`config.mk`:
```
export PLATFORM = sky130hd
export DESIGN_NAME = mcct_classify
export DESIGN_NICKNAME = d
export VERILOG_FILES = /design/src/sv/mcct_pkg.sv /design/src/sv/mcct_classify.sv
export SDC_FILE = /design/constraint.sdc
export NUM_CORES = 1
export LEC_CHECK = 0
export BUFFER_PORTS_ARGS = -buffer_cell sky130_fd_sc_hd__buf_2
export CAP_MARGIN = 40
export CORE_AREA = 3 3 129 131
export CTS_CLUSTER_DIAMETER = 150
export DETAILED_ROUTE_END_ITERATION = 8
export DIE_AREA = 0 0 132 134
export GPL_ROUTABILITY_DRIVEN = 0
export GPL_TIMING_DRIVEN = 0
export RECOVER_POWER = 50
export SLEW_MARGIN = 20
export SYNTH_ARGS = -nofsm -noshare
export SYNTH_HDL_FRONTEND = slang
export SYNTH_SLANG_ARGS = --single-unit
```
`constraint.sdc`:
```
create_clock -name clk_i -period 3 [get_ports clk_i]
set_input_delay 0.6 -clock clk_i [delete_from_list [all_inputs] [get_ports clk_i]]
set_output_delay 0.6 -clock clk_i [all_outputs]
set_load 0.005 [all_outputs]
```
`src/sv/mcct_pkg.sv`:
```
`timescale 1ns / 1ps
// ----------------------------------------------------------------------------
// Marching cubes triangulator package
// Payload types, edge geometry and the triangle table shared by the block.
// ----------------------------------------------------------------------------
package mcct_pkg;

  localparam int unsigned NumCorners = 8;
  localparam int unsigned NumEdges   = 12;
  localparam int unsigned MaxVerts   = 15;

  typedef struct packed {
    logic [7:0]  cube_x;
    logic [7:0]  cube_y;
    logic [7:0]  cube_z;
    logic [15:0] corner_0;
    logic [15:0] corner_1;
    logic [15:0] corner_2;
    logic [15:0] corner_3;
    logic [15:0] corner_4;
    logic [15:0] corner_5;
    logic [15:0] corner_6;
    logic [15:0] corner_7;
  } cube_req_t;

  typedef struct packed {
    logic [8:0]  vertex_x2;
    logic [8:0]  vertex_y2;
    logic [8:0]  vertex_z2;
    logic [3:0]  edge_index;
    logic [7:0]  case_index;
    logic [11:0] crossed_edges;
    logic        triangle_end;
    logic        cube_last;
  } vertex_req_t;

  // One triangle table row: up to fifteen 4-bit edges and a vertex count.
  typedef struct packed {
    logic [3:0]  count;
    logic [59:0] edges;
  } tri_row_t;

  // Doubled midpoint offset of an edge, packed as {x, y, z}.
  function automatic logic [5:0] edge_mid2(input logic [3:0] e);
    logic [5:0] r;
    begin
      case (e)
        4'd0:    r = {2'd1, 2'd0, 2'd0};
        4'd1:    r = {2'd2, 2'd1, 2'd0};
        4'd2:    r = {2'd1, 2'd2, 2'd0};
        4'd3:    r = {2'd0, 2'd1, 2'd0};
        4'd4:    r = {2'd1, 2'd0, 2'd2};
        4'd5:    r = {2'd2, 2'd1, 2'd2};
        4'd6:    r = {2'd1, 2'd2, 2'd2};
        4'd7:    r = {2'd0, 2'd1, 2'd2};
        4'd8:    r = {2'd0, 2'd0, 2'd1};
        4'd9:    r = {2'd2, 2'd0, 2'd1};
        4'd10:   r = {2'd2, 2'd2, 2'd1};
        4'd11:   r = {2'd0, 2'd2, 2'd1};
        default: r = {2'd1, 2'd0, 2'd0};
      endcase
      return r;
    end
  endfunction

  // Crossed edge mask from the case index.
  function automatic logic [11:0] edge_mask(input logic [7:0] c);
    return {c[3] ^ c[7], c[2] ^ c[6], c[1] ^ c[5], c[0] ^ c[4],
            c[7] ^ c[4], c[6] ^ c[7], c[5] ^ c[6], c[4] ^ c[5],
            c[3] ^ c[0], c[2] ^ c[3], c[1] ^ c[2], c[0] ^ c[1]};
  endfunction

  // Builds a row from a hex string, first edge in the low nibble.
  function automatic tri_row_t mk(input logic [59:0] h, input int unsigned n);
    tri_row_t r;
    logic [59:0] v;
    begin
      v = '0;
      for (int i = 0; i < 15; i++) begin
        if (i < n) v[i*4 +: 4] = h[(n-1-i)*4 +: 4];
      end
      r.count = 4'(n);
      r.edges = v;
      return r;
    end
  endfunction

  // Triangle table lookup.
  function automatic tri_row_t tri_row(input logic [7:0] c);
    tri_row_t r;
    begin
      case (c)
        8'd0: r = mk(60'h0, 0);
        8'd1: r = mk(60'h083, 3);
        8'd2: r = mk(60'h019, 3);
        8'd3: r = mk(60'h183981, 6);
        8'd4: r = mk(60'h12a, 3);
        8'd5: r = mk(60'h08312a, 6);
        8'd6: r = mk(60'h92a029, 6);
        8'd7: r = mk(60'h2832a8a98, 9);
        8'd8: r = mk(60'h3b2, 3);
        8'd9: r = mk(60'h0b28b0, 6);
        8'd10: r = mk(60'h19023b, 6);
        8'd11: r = mk(60'h1b219b98b, 9);
        8'd12: r = mk(60'h3a1ba3, 6);
        8'd13: r = mk(60'h0a108a8ba, 9);
        8'd14: r = mk(60'h3903b9ba9, 9);
        8'd15: r = mk(60'h98aa8b, 6);
        8'd16: r = mk(60'h478, 3);
        8'd17: r = mk(60'h430734, 6);
        8'd18: r = mk(60'h019847, 6);
        8'd19: r = mk(60'h419471731, 9);
        8'd20: r = mk(60'h12a847, 6);
        8'd21: r = mk(60'h34730412a, 9);
        8'd22: r = mk(60'h92a902847, 9);
        8'd23: r = mk(60'h2a9297273794, 12);
        8'd24: r = mk(60'h8473b2, 6);
        8'd25: r = mk(60'hb47b24204, 9);
        8'd26: r = mk(60'h90184723b, 9);
        8'd27: r = mk(60'h47b94b9b2921, 12);
        8'd28: r = mk(60'h3a13ba784, 9);
        8'd29: r = mk(60'h1ba14b1047b4, 12);
        8'd30: r = mk(60'h47890b9bab03, 12);
        8'd31: r = mk(60'h47b4b99ba, 9);
        8'd32: r = mk(60'h954, 3);
        8'd33: r = mk(60'h954083, 6);
        8'd34: r = mk(60'h054150, 6);
        8'd35: r = mk(60'h854835315, 9);
        8'd36: r = mk(60'h12a954, 6);
        8'd37: r = mk(60'h30812a495, 9);
        8'd38: r = mk(60'h52a542402, 9);
        8'd39: r = mk(60'h2a5325354348, 12);
        8'd40: r = mk(60'h95423b, 6);
        8'd41: r = mk(60'h0b208b495, 9);
        8'd42: r = mk(60'h05401523b, 9);
        8'd43: r = mk(60'h21525828b485, 12);
        8'd44: r = mk(60'ha3ba13954, 9);
        8'd45: r = mk(60'h4950818a18ba, 12);
        8'd46: r = mk(60'h54050b5bab03, 12);
        8'd47: r = mk(60'h54858aa8b, 9);
        8'd48: r = mk(60'h978579, 6);
        8'd49: r = mk(60'h930953573, 9);
        8'd50: r = mk(60'h078017157, 9);
        8'd51: r = mk(60'h153357, 6);
        8'd52: r = mk(60'h978957a12, 9);
        8'd53: r = mk(60'ha12950530573, 12);
        8'd54: r = mk(60'h802825857a52, 12);
        8'd55: r = mk(60'h2a5253357, 9);
        8'd56: r = mk(60'h7957893b2, 9);
        8'd57: r = mk(60'h95797292027b, 12);
        8'd58: r = mk(60'h23b018178157, 12);
        8'd59: r = mk(60'hb21b17715, 9);
        8'd60: r = mk(60'h958857a13a3b, 12);
        8'd61: r = mk(60'h5705097b010aba0, 15);
        8'd62: r = mk(60'hba0b03a50807570, 15);
        8'd63: r = mk(60'hba57b5, 6);
        8'd64: r = mk(60'ha65, 3);
        8'd65: r = mk(60'h0835a6, 6);
        8'd66: r = mk(60'h9015a6, 6);
        8'd67: r = mk(60'h1831985a6, 9);
        8'd68: r = mk(60'h165261, 6);
        8'd69: r = mk(60'h165126308, 9);
        8'd70: r = mk(60'h965906026, 9);
        8'd71: r = mk(60'h598582526328, 12);
        8'd72: r = mk(60'h23ba65, 6);
        8'd73: r = mk(60'hb08b20a65, 9);
        8'd74: r = mk(60'h01923b5a6, 9);
        8'd75: r = mk(60'h5a61929b298b, 12);
        8'd76: r = mk(60'h63b653513, 9);
        8'd77: r = mk(60'h08b0b50515b6, 12);
        8'd78: r = mk(60'h3b6036065059, 12);
        8'd79: r = mk(60'h65969bb98, 9);
        8'd80: r = mk(60'h5a6478, 6);
        8'd81: r = mk(60'h43047365a, 9);
        8'd82: r = mk(60'h1905a6847, 9);
        8'd83: r = mk(60'ha65197173794, 12);
        8'd84: r = mk(60'h612651478, 9);
        8'd85: r = mk(60'h125526304347, 12);
        8'd86: r = mk(60'h847905065026, 12);
        8'd87: r = mk(60'h739794329596269, 15);
        8'd88: r = mk(60'h3b2784a65, 9);
        8'd89: r = mk(60'h5a647242027b, 12);
        8'd90: r = mk(60'h01947823b5a6, 12);
        8'd91: r = mk(60'h9219b294b7b45a6, 15);
        8'd92: r = mk(60'h8473b53515b6, 12);
        8'd93: r = mk(60'h51b5b610b7b404b, 15);
        8'd94: r = mk(60'h059065036b63847, 15);
        8'd95: r = mk(60'h65969b4797b9, 12);
        8'd96: r = mk(60'ha4964a, 6);
        8'd97: r = mk(60'h4a649a083, 9);
        8'd98: r = mk(60'ha01a60640, 9);
        8'd99: r = mk(60'h83181686461a, 12);
        8'd100: r = mk(60'h149124264, 9);
        8'd101: r = mk(60'h308129249264, 12);
        8'd102: r = mk(60'h024426, 6);
        8'd103: r = mk(60'h832824426, 9);
        8'd104: r = mk(60'ha49a64b23, 9);
        8'd105: r = mk(60'h08228b49a4a6, 12);
        8'd106: r = mk(60'h3b201606461a, 12);
        8'd107: r = mk(60'h64161a48121b8b1, 15);
        8'd108: r = mk(60'h964936913b63, 12);
        8'd109: r = mk(60'h8b1810b61914641, 15);
        8'd110: r = mk(60'h3b6360064, 9);
        8'd111: r = mk(60'h648b68, 6);
        8'd112: r = mk(60'h7a678a89a, 9);
        8'd113: r = mk(60'h0730a709a67a, 12);
        8'd114: r = mk(60'ha671a7178180, 12);
        8'd115: r = mk(60'ha67a71173, 9);
        8'd116: r = mk(60'h126168189867, 12);
        8'd117: r = mk(60'h269291679093739, 15);
        8'd118: r = mk(60'h780706602, 9);
        8'd119: r = mk(60'h732672, 6);
        8'd120: r = mk(60'h23ba68a89867, 12);
        8'd121: r = mk(60'h20727b09767a9a7, 15);
        8'd122: r = mk(60'h1801781a767a23b, 15);
        8'd123: r = mk(60'hb21b17a61671, 12);
        8'd124: r = mk(60'h896867916b63136, 15);
        8'd125: r = mk(60'h091b67, 6);
        8'd126: r = mk(60'h7807063b0b60, 12);
        8'd127: r = mk(60'h7b6, 3);
        8'd128: r = mk(60'h76b, 3);
        8'd129: r = mk(60'h308b76, 6);
        8'd130: r = mk(60'h019b76, 6);
        8'd131: r = mk(60'h819831b76, 9);
        8'd132: r = mk(60'ha126b7, 6);
        8'd133: r = mk(60'h12a3086b7, 9);
        8'd134: r = mk(60'h2902a96b7, 9);
        8'd135: r = mk(60'h6b72a3a83a98, 12);
        8'd136: r = mk(60'h723627, 6);
        8'd137: r = mk(60'h708760620, 9);
        8'd138: r = mk(60'h276237019, 9);
        8'd139: r = mk(60'h162186198876, 12);
        8'd140: r = mk(60'ha76a17137, 9);
        8'd141: r = mk(60'ha7617a187108, 12);
        8'd142: r = mk(60'h03707a0a96a7, 12);
        8'd143: r = mk(60'h76a7a88a9, 9);
        8'd144: r = mk(60'h684b86, 6);
        8'd145: r = mk(60'h36b306046, 9);
        8'd146: r = mk(60'h86b846901, 9);
        8'd147: r = mk(60'h946963931b36, 12);
        8'd148: r = mk(60'h6846b82a1, 9);
        8'd149: r = mk(60'h12a30b06b046, 12);
        8'd150: r = mk(60'h4b846b0292a9, 12);
        8'd151: r = mk(60'ha93a32943b36463, 15);
        8'd152: r = mk(60'h823842462, 9);
        8'd153: r = mk(60'h042462, 6);
        8'd154: r = mk(60'h190234246438, 12);
        8'd155: r = mk(60'h194142246, 9);
        8'd156: r = mk(60'h8138618466a1, 12);
        8'd157: r = mk(60'ha10a06604, 9);
        8'd158: r = mk(60'h4634386a3039a93, 15);
        8'd159: r = mk(60'ha946a4, 6);
        8'd160: r = mk(60'h49576b, 6);
        8'd161: r = mk(60'h083495b76, 9);
        8'd162: r = mk(60'h50154076b, 9);
        8'd163: r = mk(60'hb76834354315, 12);
        8'd164: r = mk(60'h954a1276b, 9);
        8'd165: r = mk(60'h6b712a083495, 12);
        8'd166: r = mk(60'h76b54a42a402, 12);
        8'd167: r = mk(60'h348354325a52b76, 15);
        8'd168: r = mk(60'h723762549, 9);
        8'd169: r = mk(60'h954086062687, 12);
        8'd170: r = mk(60'h362376150540, 12);
        8'd171: r = mk(60'h628687218485158, 15);
        8'd172: r = mk(60'h954a16176137, 12);
        8'd173: r = mk(60'h16a176107870954, 15);
        8'd174: r = mk(60'h40a4a503a6a737a, 15);
        8'd175: r = mk(60'h76a7a854a48a, 12);
        8'd176: r = mk(60'h6956b9b89, 9);
        8'd177: r = mk(60'h36b063056095, 12);
        8'd178: r = mk(60'h0b805b01556b, 12);
        8'd179: r = mk(60'h6b3635531, 9);
        8'd180: r = mk(60'h12a95b9b8b56, 12);
        8'd181: r = mk(60'h0b306b09656912a, 15);
        8'd182: r = mk(60'hb85b56805a52025, 15);
        8'd183: r = mk(60'h6b36352a3a53, 12);
        8'd184: r = mk(60'h589528562382, 12);
        8'd185: r = mk(60'h956960062, 9);
        8'd186: r = mk(60'h158180568382628, 15);
        8'd187: r = mk(60'h156216, 6);
        8'd188: r = mk(60'h13616a386569896, 15);
        8'd189: r = mk(60'ha10a06950560, 12);
        8'd190: r = mk(60'h03856a, 6);
        8'd191: r = mk(60'ha56, 3);
        8'd192: r = mk(60'hb5a75b, 6);
        8'd193: r = mk(60'hb5ab75830, 9);
        8'd194: r = mk(60'h5b75ab190, 9);
        8'd195: r = mk(60'ha75ab7981831, 12);
        8'd196: r = mk(60'hb12b71751, 9);
        8'd197: r = mk(60'h08312717572b, 12);
        8'd198: r = mk(60'h9759279022b7, 12);
        8'd199: r = mk(60'h75272b592328982, 15);
        8'd200: r = mk(60'h25a235375, 9);
        8'd201: r = mk(60'h820852875a25, 12);
        8'd202: r = mk(60'h9015a35373a2, 12);
        8'd203: r = mk(60'h982921872a25752, 15);
        8'd204: r = mk(60'h135375, 6);
        8'd205: r = mk(60'h087071175, 9);
        8'd206: r = mk(60'h903935537, 9);
        8'd207: r = mk(60'h987597, 6);
        8'd208: r = mk(60'h5845a8ab8, 9);
        8'd209: r = mk(60'h5045b05abb30, 12);
        8'd210: r = mk(60'h01984a8aba45, 12);
        8'd211: r = mk(60'hab4a45b34941314, 15);
        8'd212: r = mk(60'h2512852b8458, 12);
        8'd213: r = mk(60'h04b0b345b2b151b, 15);
        8'd214: r = mk(60'h0250592b5458b85, 15);
        8'd215: r = mk(60'h9452b3, 6);
        8'd216: r = mk(60'h25a352345384, 12);
        8'd217: r = mk(60'h5a2524420, 9);
        8'd218: r = mk(60'h3a235a385458019, 15);
        8'd219: r = mk(60'h5a2524192942, 12);
        8'd220: r = mk(60'h845853351, 9);
        8'd221: r = mk(60'h045105, 6);
        8'd222: r = mk(60'h845853905035, 12);
        8'd223: r = mk(60'h945, 3);
        8'd224: r = mk(60'h4b749b9ab, 9);
        8'd225: r = mk(60'h0834979b79ab, 12);
        8'd226: r = mk(60'h1ab1b414074b, 12);
        8'd227: r = mk(60'h3143481a474bab4, 15);
        8'd228: r = mk(60'h4b79b492b912, 12);
        8'd229: r = mk(60'h9749b791b2b1083, 15);
        8'd230: r = mk(60'hb74b42240, 9);
        8'd231: r = mk(60'hb74b42834324, 12);
        8'd232: r = mk(60'h29a279237749, 12);
        8'd233: r = mk(60'h9a7974a27870207, 15);
        8'd234: r = mk(60'h37a3a274a1a040a, 15);
        8'd235: r = mk(60'h1a2874, 6);
        8'd236: r = mk(60'h491417713, 9);
        8'd237: r = mk(60'h491417081871, 12);
        8'd238: r = mk(60'h403743, 6);
        8'd239: r = mk(60'h487, 3);
        8'd240: r = mk(60'h9a8ab8, 6);
        8'd241: r = mk(60'h30939bb9a, 9);
        8'd242: r = mk(60'h01a0a88ab, 9);
        8'd243: r = mk(60'h31ab3a, 6);
        8'd244: r = mk(60'h12b1b99b8, 9);
        8'd245: r = mk(60'h30939b1292b9, 12);
        8'd246: r = mk(60'h02b80b, 6);
        8'd247: r = mk(60'h32b, 3);
        8'd248: r = mk(60'h23828aa89, 9);
        8'd249: r = mk(60'h9a2092, 6);
        8'd250: r = mk(60'h23828a0181a8, 12);
        8'd251: r = mk(60'h1a2, 3);
        8'd252: r = mk(60'h138918, 6);
        8'd253: r = mk(60'h091, 3);
        8'd254: r = mk(60'h038, 3);
        default: r = mk(60'h0, 0);
      endcase
      return r;
    end
  endfunction

endpackage

```
`src/sv/mcct_classify.sv`:
```
`timescale 1ns / 1ps
// ----------------------------------------------------------------------------
// Corner classifier
// Compares one corner a cycle against the surface level with a single
// shared comparator and shifts the result into the case index.
// ----------------------------------------------------------------------------
module mcct_classify
  import mcct_pkg::*;
(
  input  logic                   clk_i,
  input  logic                   rst_ni,
  input  logic                   start_i,
  input  logic [NumCorners*16-1:0] corners_i,
  input  logic [15:0]            level_i,
  output logic                   done_o,
  output logic [7:0]             case_o
);

  logic [NumCorners*16-1:0] corners_q, corners_d;
  logic [7:0] case_q, case_d;
  logic [3:0] cnt_q, cnt_d;
  logic       busy_q, busy_d;
  logic       corner_hi;

  // The one comparator looks at the lowest corner of the shift register.
  assign corner_hi = corners_q[15:0] > level_i;

  always_comb begin
    corners_d = corners_q;
    case_d    = case_q;
    cnt_d     = cnt_q;
    busy_d    = busy_q;
    if (start_i) begin
      corners_d = corners_i;
      cnt_d     = '0;
      busy_d    = 1'b1;
    end else if (busy_q) begin
      corners_d = corners_q >> 16;
      case_d    = {corner_hi, case_q[7:1]};
      cnt_d     = cnt_q + 4'd1;
      if (cnt_q == 4'(NumCorners - 1)) busy_d = 1'b0;
    end
  end

  always_ff @(posedge clk_i or negedge rst_ni) begin
    if (!rst_ni) begin
      busy_q <= 1'b0;
      cnt_q  <= '0;
    end else begin
      busy_q <= busy_d;
      cnt_q  <= cnt_d;
    end
  end

  always_ff @(posedge clk_i) begin
    corners_q <= corners_d;
    case_q    <= case_d;
  end

  assign done_o = busy_q && (cnt_q == 4'(NumCorners - 1));
  assign case_o = {corner_hi, case_q[7:1]};

`ifndef SYNTHESIS
  a_cnt_range: assert property (@(posedge clk_i) disable iff (!rst_ni)
    busy_q |-> cnt_q < 4'(NumCorners)) else $error("classifier count overrun");
  a_done_ends: assert property (@(posedge clk_i) disable iff (!rst_ni)
    done_o && !start_i |=> !busy_q) else $error("classifier did not stop");
  a_idle_cnt: assert property (@(posedge clk_i) disable iff (!rst_ni)
    start_i |=> busy_q && cnt_q == '0) else $error("classifier start lost");
`endif

endmodule

```
After elaboration in Yosys (flattened, before gate mapping)
Cells that the tools add are included.
{ "totals": {"out_inout_bits": 9, "word_cells": 18, "regBits": 141, "inputBits": 147} }
{ "op_classes": {"add_sub_neg": 1, "mux": 7, "reduce_logical": 3, "order_cmp": 1, "bitwise_logic": 1, "n_eq_ne": 1} }
{ "op_table": {"columns": ["operator", "count"], "rows": [
  ["$mux 128", 2],
  ["$gt 16x16->1", 1],
  ["$mux 4", 2],
  ["$add 4x1->4 const B", 1],
  ["$eq 4x3->1 const B", 1],
  ["$mux 1", 3],
  ["$reduce_and 2->1", 1],
  ["$reduce_bool 2->1", 1],
  ["$logic_and 1x1->1", 1],
  ["$not 1->1", 1]
]} }

Depth between registers and ports, before layout
Gate-level depths: netlist of the first run.
{ "depth": {"ltp_word": 4, "depth_mapped": 7, "depth_no_buf": 6} }

Least setup slack after synthesis of the first run
OpenSTA, ideal clock, no wires.
{ "synth_timing": {"path_type": "in2reg", "startpoint": "in start_i", "endpoint": "reg corners_q[0] (enable)", "setup_time_ps": 433, "arrival_time_ps": 2609, "n_path_buf": 3, "cell_stages": 4, "slack_ps": -42, "cell_sequence": "buf_2 > buf_6 > buf_6 > or2_2"} }
{ "synth_between": {"elab_chain_cells": 1} }
{ "synth_lines": {"columns": ["element", "line_no", "rtl"], "rows": [
  ["start, declared", "mcct_classify.sv:12", "input logic start_i,"],
  ["$reduce_bool 2->1 (no line)", null, null],
  ["end signal, assigned", "mcct_classify.sv:56", "corners_q <= corners_d;"],
  ["end, declared", "mcct_classify.sv:19", "logic [NumCorners*16-1:0] corners_q, corners_d;"]
]} }
Every way passes these cells.
A chain may end at the register's enable or synchronous reset.

Worst setup path in the final report of the first run
{ "layout_timing": {"startpoint": "reg corners_q[7]", "endpoint": "out case_o[7]"} }
{ "layout_between": {"elab_chain_cells": 1} }
{ "layout_lines": {"columns": ["element", "line_no", "rtl"], "rows": [
  ["$gt 16x16->1", "mcct_classify.sv:26", "assign corner_hi = corners_q[15:0] > level_i;"],
  ["end, declared", "mcct_classify.sv:16", "output logic [7:0] case_o"]
]} }
Every way passes these cells.

==> results of run 1 <==
[metrics by stage]
step,instances,total power [mW],utilization,cell area (um2)
finish,763,4.94,0.499,7850
CTS,762,5.01,0.501,7870
detailed placement,729,2.86,0.462,7260
global placement,727,2.84,0.458,7200
floorplan,357,2.69,-,6160
global route,763,5.16,0.499,7850
[power by group]
group	switching, mW	internal, mW	total [mW]
sequential	0.0479	2.35	2.40
combinational	0.161	0.254	0.415
clock	0.750	1.38	2.13
[sequential cells by signal, summed over array words and instances, names as in the netlist]
signal,count
busy_q,1
cnt_q,4
corners_q,128
case_q,7
[routing by layer]
layer,part of all wire,vias to the layer above,GRT usage
met5,0.0047,-,0
met4,0.015,8,0.0508
met3,0.082,21,0.0615
met2,0.50,120,0.238
met1,0.39,1635,0.152
li1,-,1712,-
[cells by family (layout without fill, tap and decap cells)]
family,after synthesis,after routing
AO/OA/AOI/OAI,12,12
XOR/XNOR,3,3
adder cells (fa/ha/maj),17,17
buffers and inverters,34,224
flip-flops,140,140
multiplexers,113,113
AND/OR/NAND/NOR,38,38
[placed cells by master (no fill, tap or decap), types with 2 or more instances in the layout]
master / instances
nand3_1: 3
buf_4: 2
clkinv_2: 5
a21oi_1: 4
mux2_2: 110
nand2_1: 2
inv_1: 17
and2_1: 6
buf_2: 153
clkbuf_1: 17
nor2_1: 6
bufinv_16: 4
ha_1: 17
clkbuf_16: 17
buf_16: 2
xor2_1: 2
dfrtp_1: 5
clkinvlp_4: 2
a21o_1: 2
edfxtp_1: 135
mux2_1: 2
clkinv_1: 2
nand4_1: 6
and2_0: 11
[repair_timing]
item,4_1_cts,5_1_grt
hold buffers,1,0
endpoints found under the hold margin,5,0
setup endpoints to repair,0,1
buffers inserted,0,1
[worst paths after layout]
check,end,from,depth (start not counted)
max in group asynchronous,cnt_q[2],rst_ni,2
min in group asynchronous,busy_q,rst_ni,2
worst min register to register,case_q[5],case_q[6],0
worst min-delay path,case_q[5],case_q[6],0
worst max-delay path,case_o[7],corners_q[7],7
worst max register to register,corners_q[39],busy_q,4
[area by class of cell]
cell class,count,area (um2),share of cell area
repair buffers,158,842,0.107
inverters,17,63.8,0.00813
clock inverters,14,176,0.0225
clock buffers,18,429,0.0547
well taps,216,270,0.0344
multi-input cells,183,1810,0.231
flip-flops and latches,140,4180,0.533
plain buffers,17,75.1,0.00957
==> run metrics, run 1 <==
synthesized area=slightly above 0.006 mm2; asr flop ratio synth=0.0357; Via density=4.58; Clock Root Buffer=clkbuf_16; worst hold path type=flip-flop to flip-flop; Pins Over Slew Limit=0; Die W=approximately 130 um; final period utilization=0.936; crit-path max cell delay=~0.36 ns; Cell Pwr Density=around 630 mW/mm2; delay-heaviest family, CP=compound AO/OA/AOI/OAI gates; Cell Rows=46; RSZ-0062 raised after global routing=no; mux share of post-synthesis cell area=0.206; Synth Area in XOR/XNOR=0.00427; die footprint=approximately 0.018 mm2; maximum vdd drop=between 0.0003 and 0.0004 V; leakage power figure=approximately 3.3 nW; slew of the pin with the lowest slew margin=0.722 ns; final setup margin=~0.19 ns; Hold Vio Cnt, Final=0; first-pass iteration count of the detailed router=4; syn avg cell area=about 17 um2; drt first-iter violations=around 110; ys flop type=edfxtp_1; gr ovfl total=0; CP startpoint kind=flip-flop; crit-path cells=ha_1 -> a21oi_2 -> a311oi_1 -> a211o_1 -> o31a_1 -> buf_4 -> buf_2; area of the core=0.0157 mm2; simple-gate area share of the yosys netlist=0.0347; port bufs=roughly 150; Synth top area share=0.658; initial antenna violation count=4; count leader, synth=edfxtp_1; Relative slew margins=0.519; aggregate global-route resource usage=0.138; setup TNS=0 ns; compound-gate portion of the synthesized area=0.0134; Data arrival, critical path=about 2.2 ns; largest family of logic cells by synthesized area=multiplexers; worst-path fanout max=4; Required @ worst endpoint=2.40 ns; Setup-failing EPs final=0; flop-to-flop setup slack=0.98 ns; syn_nets=roughly 520; worst-case clock buffer depth=2; Post-synth EDFFs=approximately 140; pre-CTS WS=roughly 0.15 ns; Die Span Y=about 130 um; final wirelength=11800 um; nets=about 700; # clock sinks=140; synthesized instance count=357; wire length per cell=~15 um; vias in the first global route=3807; top cells by area, synth=edfxtp_1 66%, mux2_2 20%, ha_1 3.5%; first-pass GRT wire length=18800 um; DRC violations left=0; minimum clock period=between 2 and 3 ns; DR vias=between 3000 and 4000; largest net degree at the start of global routing=52; leading cell types by count after synthesis=135 x edfxtp_1, 110 x mux2_2, 17 x and2_1, 17 x ha_1, 17 x inv_1; synth unique cells=30; CTS tree=yes; Clock Latency Late Sink=approximately 0.41 ns; status=finished clean; register area share after synthesis=0.678; cell taking the most area after synthesis=edfxtp_1; Initial Util=0.392; share of layout cells above drive strength 1=0.547; Layout fillers=1367; Antenna Violating Nets Remaining=0; WHS=0.440 ns; Max Cap Violations=0; I/O Pins=156; HPWL Detailed=about 9000 um; critical path capture point type=output pin; Area Growth Syn to Fin=27.4%; post-cts resize count=0; number of buffer and inverter stages on the critical path=2; htree depth=4; Max Freq=between 300 and 400 MHz; Yosys warnings=0; skew final=between 0.004 and 0.005 ns; Slowest cell on crit path=edfxtp_1; total CTS buffers=17; Post-Synth Adder-Cell Area=0.0345; FF+latch count, synth=140; critical path type=flip-flop to output pin; Antenna diodes=0; clock slew at reported path FFs=approximately 0.06 ns
Note: power is estimated with default switching activity, not from simulation.
==> run 2, diff against run 1 <==
- CORE_AREA: 3 3 129 131 -> 3 3 98 171
- DIE_AREA: 0 0 132 134 -> 0 0 101 174
==> run 2 against run 1 <==
Sequential share of layout area down 0.32 points. Largest power group unchanged. Hold slack improved by 0.013 ns. Maximum frequency fell by 1.3%. Final cell count fell by 3.5%. Clock skew up 0.0041 ns. Clock-buffer cell count increased by 2. Largest cell class unchanged. Global-route usage is 0.46 points higher. Clock power is 5% higher. Via count up 1.1%. Setup slack worse by 0.038 ns.
==> run metrics, run 2 (synthesis results as in run 1) <==
die footprint=0.0176 mm2 (was 0.0177 mm2); r2r endpoint=case_q[7] (was corners_q[39]); I/O Pins=156 (unchanged); Seq pwr share=0.473 (was 0.486); skew final=0.00828 ns (was 0.00416 ns); HPWL Detailed=9360 um (was 8910 um); Initial Util=0.398 (was 0.392); status=finished clean (unchanged); cell internal pwr=4.06 mW (was 3.98 mW); Via density=4.80 (was 4.58); nets=701 (was 698); port bufs=154 (unchanged); maximum vdd drop=0.000451 V (was 0.000311 V); gr ovfl total=0 (unchanged); clock slew at reported path FFs=0.06 ns (about the same); Max Freq=351 MHz (was 356 MHz); slew of the pin with the lowest slew margin=0.689 ns (was 0.722 ns); most frequent cells in the layout=161 x buf_2, 135 x edfxtp_1, 109 x mux2_2, 17 x inv_1, 17 x clkbuf_16 (was 153 x buf_2, 135 x edfxtp_1, 110 x mux2_2); Antenna Violating Nets Remaining=0 (unchanged); area of the core=0.0155 mm2 (was 0.0157 mm2); switching power=1.01 mW (was 0.959 mW); Clock Latency Late Sink=0.40 ns (was 0.41 ns); Die Span Y=174 um (was 134 um); total CTS buffers=17 (unchanged); switching share of power=0.200 (was 0.194); final period utilization=0.949 (was 0.936); biggest regs=corners_q: 128 flops, case_q: 7 flops, cnt_q: 4 flops (unchanged); Die W=101 um (was 132 um); Max Cap Violations=0 (unchanged); worst-path fanout max=3 (was 4); critical path type=flip-flop to output pin (unchanged); CP startpoint kind=flip-flop (unchanged); largest net degree at the start of global routing=57 (was 52); first-pass iteration count of the detailed router=4 (unchanged); worst r2r src=corners_q[13] (was busy_q); hold path cells=0 (unchanged); Required @ worst endpoint=2.40 ns (about the same); Hold Path End=case_q[1] (was case_q[5]); post-route insts no fill=736 (was 763); aggregate global-route resource usage=0.143 (was 0.138); DR vias=3535 (was 3496); final wirelength=12300 um (was 11800 um); max reg flops=128 (unchanged); M3 GR Usage=0.0486 (was 0.0615); GRT met1 Usage=0.146 (was 0.152); vias in the first global route=3907 (was 3807); Cell Rows=60 (was 46); Relative slew margins=0.541 (was 0.519); flop-to-flop setup slack=1.01 ns (was 0.98 ns); minimum clock period=2.85 ns (was 2.81 ns); Pins Over Slew Limit=0 (unchanged); first-pass GRT wire length=19100 um (was 18800 um); leakage power figure=3.32 nW (was 3.28 nW); Most flops, register=corners_q (unchanged); Hold Startpoint=case_q[2] (was case_q[6]); setup TNS=0 ns (unchanged); critical path capture point type=output pin (unchanged); Antenna diodes=0 (unchanged); Data arrival, critical path=2.25 ns (was 2.21 ns); wire length per cell=16.7 um (was 15.4 um); worst-case clock buffer depth=2 (unchanged); CTS tree=yes (unchanged); initial antenna violation count=0 (was 4); # clock sinks=140 (unchanged); Area Growth Syn to Fin=28.1% (was 27.4%); GR Layer Usage met2=0.257 (was 0.238); Cells after DPL=699 (was 729); post-route cell area=0.00789 mm2 (was 0.00785 mm2); worst r2r path cells=7 (was 4); share of layout cells above drive strength 1=0.569 (was 0.547); WHS=0.453 ns (was 0.440 ns); clock network power share=0.442 (was 0.430); Hold Vio Cnt, Final=0 (unchanged); htree depth=4 (unchanged); gr busiest metal=met2 (unchanged); Comb pwr share=0.084 (about the same); worst hold path type=flip-flop to flip-flop (unchanged); Cell Pwr Density=643 mW/mm2 (was 630 mW/mm2); RSZ-0062 raised after global routing=no (unchanged); Layout fillers=1351 (was 1367); drt first-iter violations=155 (was 113); placed cell areas=0.00722 mm2 (was 0.00726 mm2); commonest non-fill, non-tap cell in the layout=buf_2 (unchanged); DRC violations left=0 (unchanged); Clock Root Buffer=clkbuf_16 (unchanged); Setup-failing EPs final=0 (unchanged)
==> run 2: critical path, stage by stage, from the launching register on <==
cell      delay (ns)
edfxtp_1        0.38
ha_1            0.30
nand4_1         0.09
buf_4           0.15
a311oi_2        0.05
a211o_1         0.30
o31a_1          0.32
buf_4           0.14
buf_2           0.11
==> run 2: power by group through the flow <==
stage	Clock, mW	Sequential [mW]	Combinational, mW
after detailed placement	0	2.45	0.427
after global placement	0	2.43	0.405
after global routing	2.39	2.42	0.479
after CTS	2.31	2.41	0.436
final	2.24	2.40	0.427
after floorplan	0	2.42	0.262
==> run 2: final cells by class <==
cell class	instances	area [um2]	area share
sequential	140	4180	0.529
multi-input combinational	183	1830	0.232
buffer	17	77.6	0.00983
tap	186	233	0.0295
clock inverter	12	185	0.0235
clock buffer	20	457	0.0579
timing repair buffer	161	865	0.110
inverter	17	63.8	0.00808
==> run 2: worst max-delay path by stage <==
stage	start	to	slack [ns]	depth (start not counted)
floorplan	start_i	corners_q[0]	0.60	4
global placement	start_i	corners_q[40]	0.06	4
detailed placement	level_i[14]	case_o[7]	0.01	9
CTS	corners_q[7]	case_o[7]	0.01	7
global route	corners_q[14]	case_o[7]	0.04	8
finish	corners_q[13]	case_o[7]	0.15	8
==> run 2: through the flow <==
step | util | setup WS [ns] | power [mW]
2_1_floorplan | - | 0.597 | 2.69
3_3_place_gp | 0.463 | 0.0621 | 2.84
3_5_place_dp | 0.467 | 0.0105 | 2.87
4_1_cts | 0.511 | 0.0146 | 5.15
5_1_grt | 0.510 | 0.0367 | 5.29
6_report | 0.510 | 0.154 | 5.07
==> run 2: what timing repair did <==
action / 4_1_cts / 5_1_grt
hold endpoints to repair: 5 / 0
buffers inserted: 3 / 1
pin swaps: 3 / 2
resized for setup: 2 / 1
hold buffers: 1 / 0
endpoints found under the setup margin: 1 / 1
==> run 2: layer usage <==
metal / up-vias / share of wire
li1: 1713 / -
met1: 1687 / 0.35
met2: 119 / 0.55
met3: 16 / 0.076
met4: 0 / 0.023
met5: - / 0
==> run 3, diff against run 2 <==
- CORE_AREA: 3 3 98 171 -> 3 3 88 153
- DIE_AREA: 0 0 101 174 -> 0 0 91 156
- PLACE_DENSITY: default -> 0.75
==> run 3 against run 2 <==
Clock skew up 0.0067 ns. Via count about the same. Hold slack worse by 0.010 ns. Largest power group unchanged.
==> run metrics, run 3 (synthesis results as in run 1) <==
aggregate global-route resource usage=0.172 (was 0.143); Hold Vio Cnt, Final=0 (unchanged); Pins Over Slew Limit=0 (unchanged); Die Span Y=156 um (was 174 um); Die W=91 um (was 101 um); Via density=4.95 (was 4.80); area of the core=0.0124 mm2 (was 0.0155 mm2); gr ovfl total=0 (unchanged); Max Freq=346 MHz (was 351 MHz); Cell Rows=54 (was 60); CTS tree=yes (unchanged); Slowest cell on crit path=edfxtp_1 (unchanged); crit-path cells=ha_1 -> a21oi_2 -> a311oi_2 -> a211o_1 -> o31a_1 -> buf_4 -> buf_2 (was ha_1 -> nand4_1 -> buf_4 -> a311oi_2 -> a211o_1 -> o31a_1 -> buf_4 -> buf_2); RSZ-0062 raised after global routing=no (unchanged); clock slew at reported path FFs=0.06 ns (about the same); total CTS buffers=17 (unchanged); vias in the first global route=3915 (was 3907); DRC violations left=0 (unchanged); max reg flops=128 (unchanged); Cells after DPL=681 (was 699); Most flops, register=corners_q (unchanged); share of layout cells above drive strength 1=0.543 (was 0.569); nets=698 (was 701); Max Cap Violations=0 (unchanged); wire length per cell=16.6 um (was 16.7 um); CP startpoint kind=flip-flop (unchanged); drt first-iter violations=106 (was 155); minimum clock period=2.89 ns (was 2.85 ns); port bufs=154 (unchanged); Clock Latency Late Sink=0.41 ns (was 0.40 ns); most frequent cells in the layout=155 x buf_2, 135 x edfxtp_1, 106 x mux2_2, 19 x clkbuf_1 (was 161 x buf_2, 135 x edfxtp_1, 109 x mux2_2, 17 x inv_1, 17 x clkbuf_16); post-route insts no fill=715 (was 736); die footprint=0.0142 mm2 (was 0.0176 mm2); setup TNS=0 ns (unchanged); leakage power figure=3.28 nW (was 3.32 nW); Setup-failing EPs final=0 (unchanged); initial antenna violation count=0 (unchanged); Area Growth Syn to Fin=26.6% (was 28.1%); skew final=0.0150 ns (was 0.00828 ns); status=finished clean (unchanged); htree depth=4 (unchanged); hold path cells=0 (unchanged); critical path type=flip-flop to output pin (unchanged); Antenna diodes=0 (unchanged); Cell Pwr Density=637 mW/mm2 (was 643 mW/mm2); Data arrival, critical path=2.29 ns (was 2.25 ns); worst hold path type=flip-flop to flip-flop (unchanged); Antenna Violating Nets Remaining=0 (unchanged); maximum vdd drop=0.000570 V (was 0.000451 V); slew of the pin with the lowest slew margin=0.675 ns (was 0.689 ns); crit-path max cell delay=0.38 ns (about the same); Required @ worst endpoint=2.40 ns (about the same); worst-path fanout max=4 (was 3); Relative slew margins=0.550 (was 0.541); HPWL Detailed=9000 um (was 9360 um); final setup margin=0.109 ns (was 0.154 ns); DR vias=3536 (was 3535); critical path capture point type=output pin (unchanged); final wirelength=11800 um (was 12300 um); commonest non-fill, non-tap cell in the layout=buf_2 (unchanged); # clock sinks=140 (unchanged); first-pass GRT wire length=18600 um (was 19100 um); worst-case clock buffer depth=2 (unchanged); Clock Root Buffer=clkbuf_16 (unchanged); I/O Pins=156 (unchanged); final period utilization=0.964 (was 0.949); pre-CTS WS=0.0906 ns (was 0.0105 ns); biggest regs=corners_q: 128 flops, case_q: 7 flops, cnt_q: 4 flops (unchanged); largest net degree at the start of global routing=59 (was 57); first-pass iteration count of the detailed router=4 (unchanged); Initial Util=0.495 (was 0.398); worst r2r path cells=6 (was 7)
run 3: stage by stage:
| stage | util | hold slack [ns] | cell area (um2) | total power [mW] |
|---|---|---|---|---|
| 2_1_floorplan | - | 0.304 | 6160 | 2.69 |
| 3_3_place_gp | 0.575 | 0.411 | 7140 | 2.83 |
| 4_1_cts | 0.629 | 0.447 | 7830 | 5.03 |
| 5_1_grt | 0.627 | 0.465 | 7800 | 5.16 |
| 6_report | 0.627 | 0.443 | 7800 | 4.97 |
| 3_5_place_dp | 0.579 | 0.418 | 7200 | 2.87 |
run 3: area by class of cell:
cell class              count  area [um2]
flip-flops and latches    140        4180
clock inverters            11         171
repair buffers            158         842
fillers                   978        4630
plain buffers              17        70.1
inverters                  17        63.8
multi-input cells         183        1820
well taps                 168         210
clock buffers              21         440
run 3: path summary, 6_finish.rpt:
path | startpoint | to | slack (ns)
min in group asynchronous | rst_ni | cnt_q[2] | 0.58
max in group asynchronous | rst_ni | cnt_q[3] | 2.22
max | corners_q[7] | case_o[7] | 0.11
min reg2reg | case_q[2] | case_q[1] | 0.44
min | case_q[2] | case_q[1] | 0.44
max reg2reg | corners_q[7] | case_q[7] | 0.97
run 3: power breakdown:
group          internal [mW]  total, mW  switching, mW
Sequential              2.35       2.40         0.0508
Combinational          0.254      0.420          0.166
Clock                   1.39       2.14          0.751
run 3: per-layer routing:
layer | up-vias | share of wire | GRT usage | wire length, um
li1 | 1715 | - | - | -
met1 | 1684 | 0.37 | 0.177 | 4330
met2 | 126 | 0.56 | 0.323 | 6660
met3 | 11 | 0.062 | 0.0541 | 730
met4 | 0 | 0.0097 | 0.0619 | 115
met5 | - | 0 | 0 | 0
run 3: critical path: cells and delay by family (launching register included):
| family | cells | cell delay (ns) |
|---|---|---|
| compound gates | 4 | 0.92 |
| flops | 1 | 0.38 |
| fa+ha+maj | 1 | 0.35 |
| buf+inv | 2 | 0.25 |
run 3: repair_timing:
action / 4_1_cts / 5_1_grt
endpoints found under the hold margin: 5 / 0
pin swaps: 0 / 4
endpoints found under the setup margin: 1 / 1
hold buffers: 1 / 0
setup buffers: 0 / 1
gates resized for setup: 1 / 1
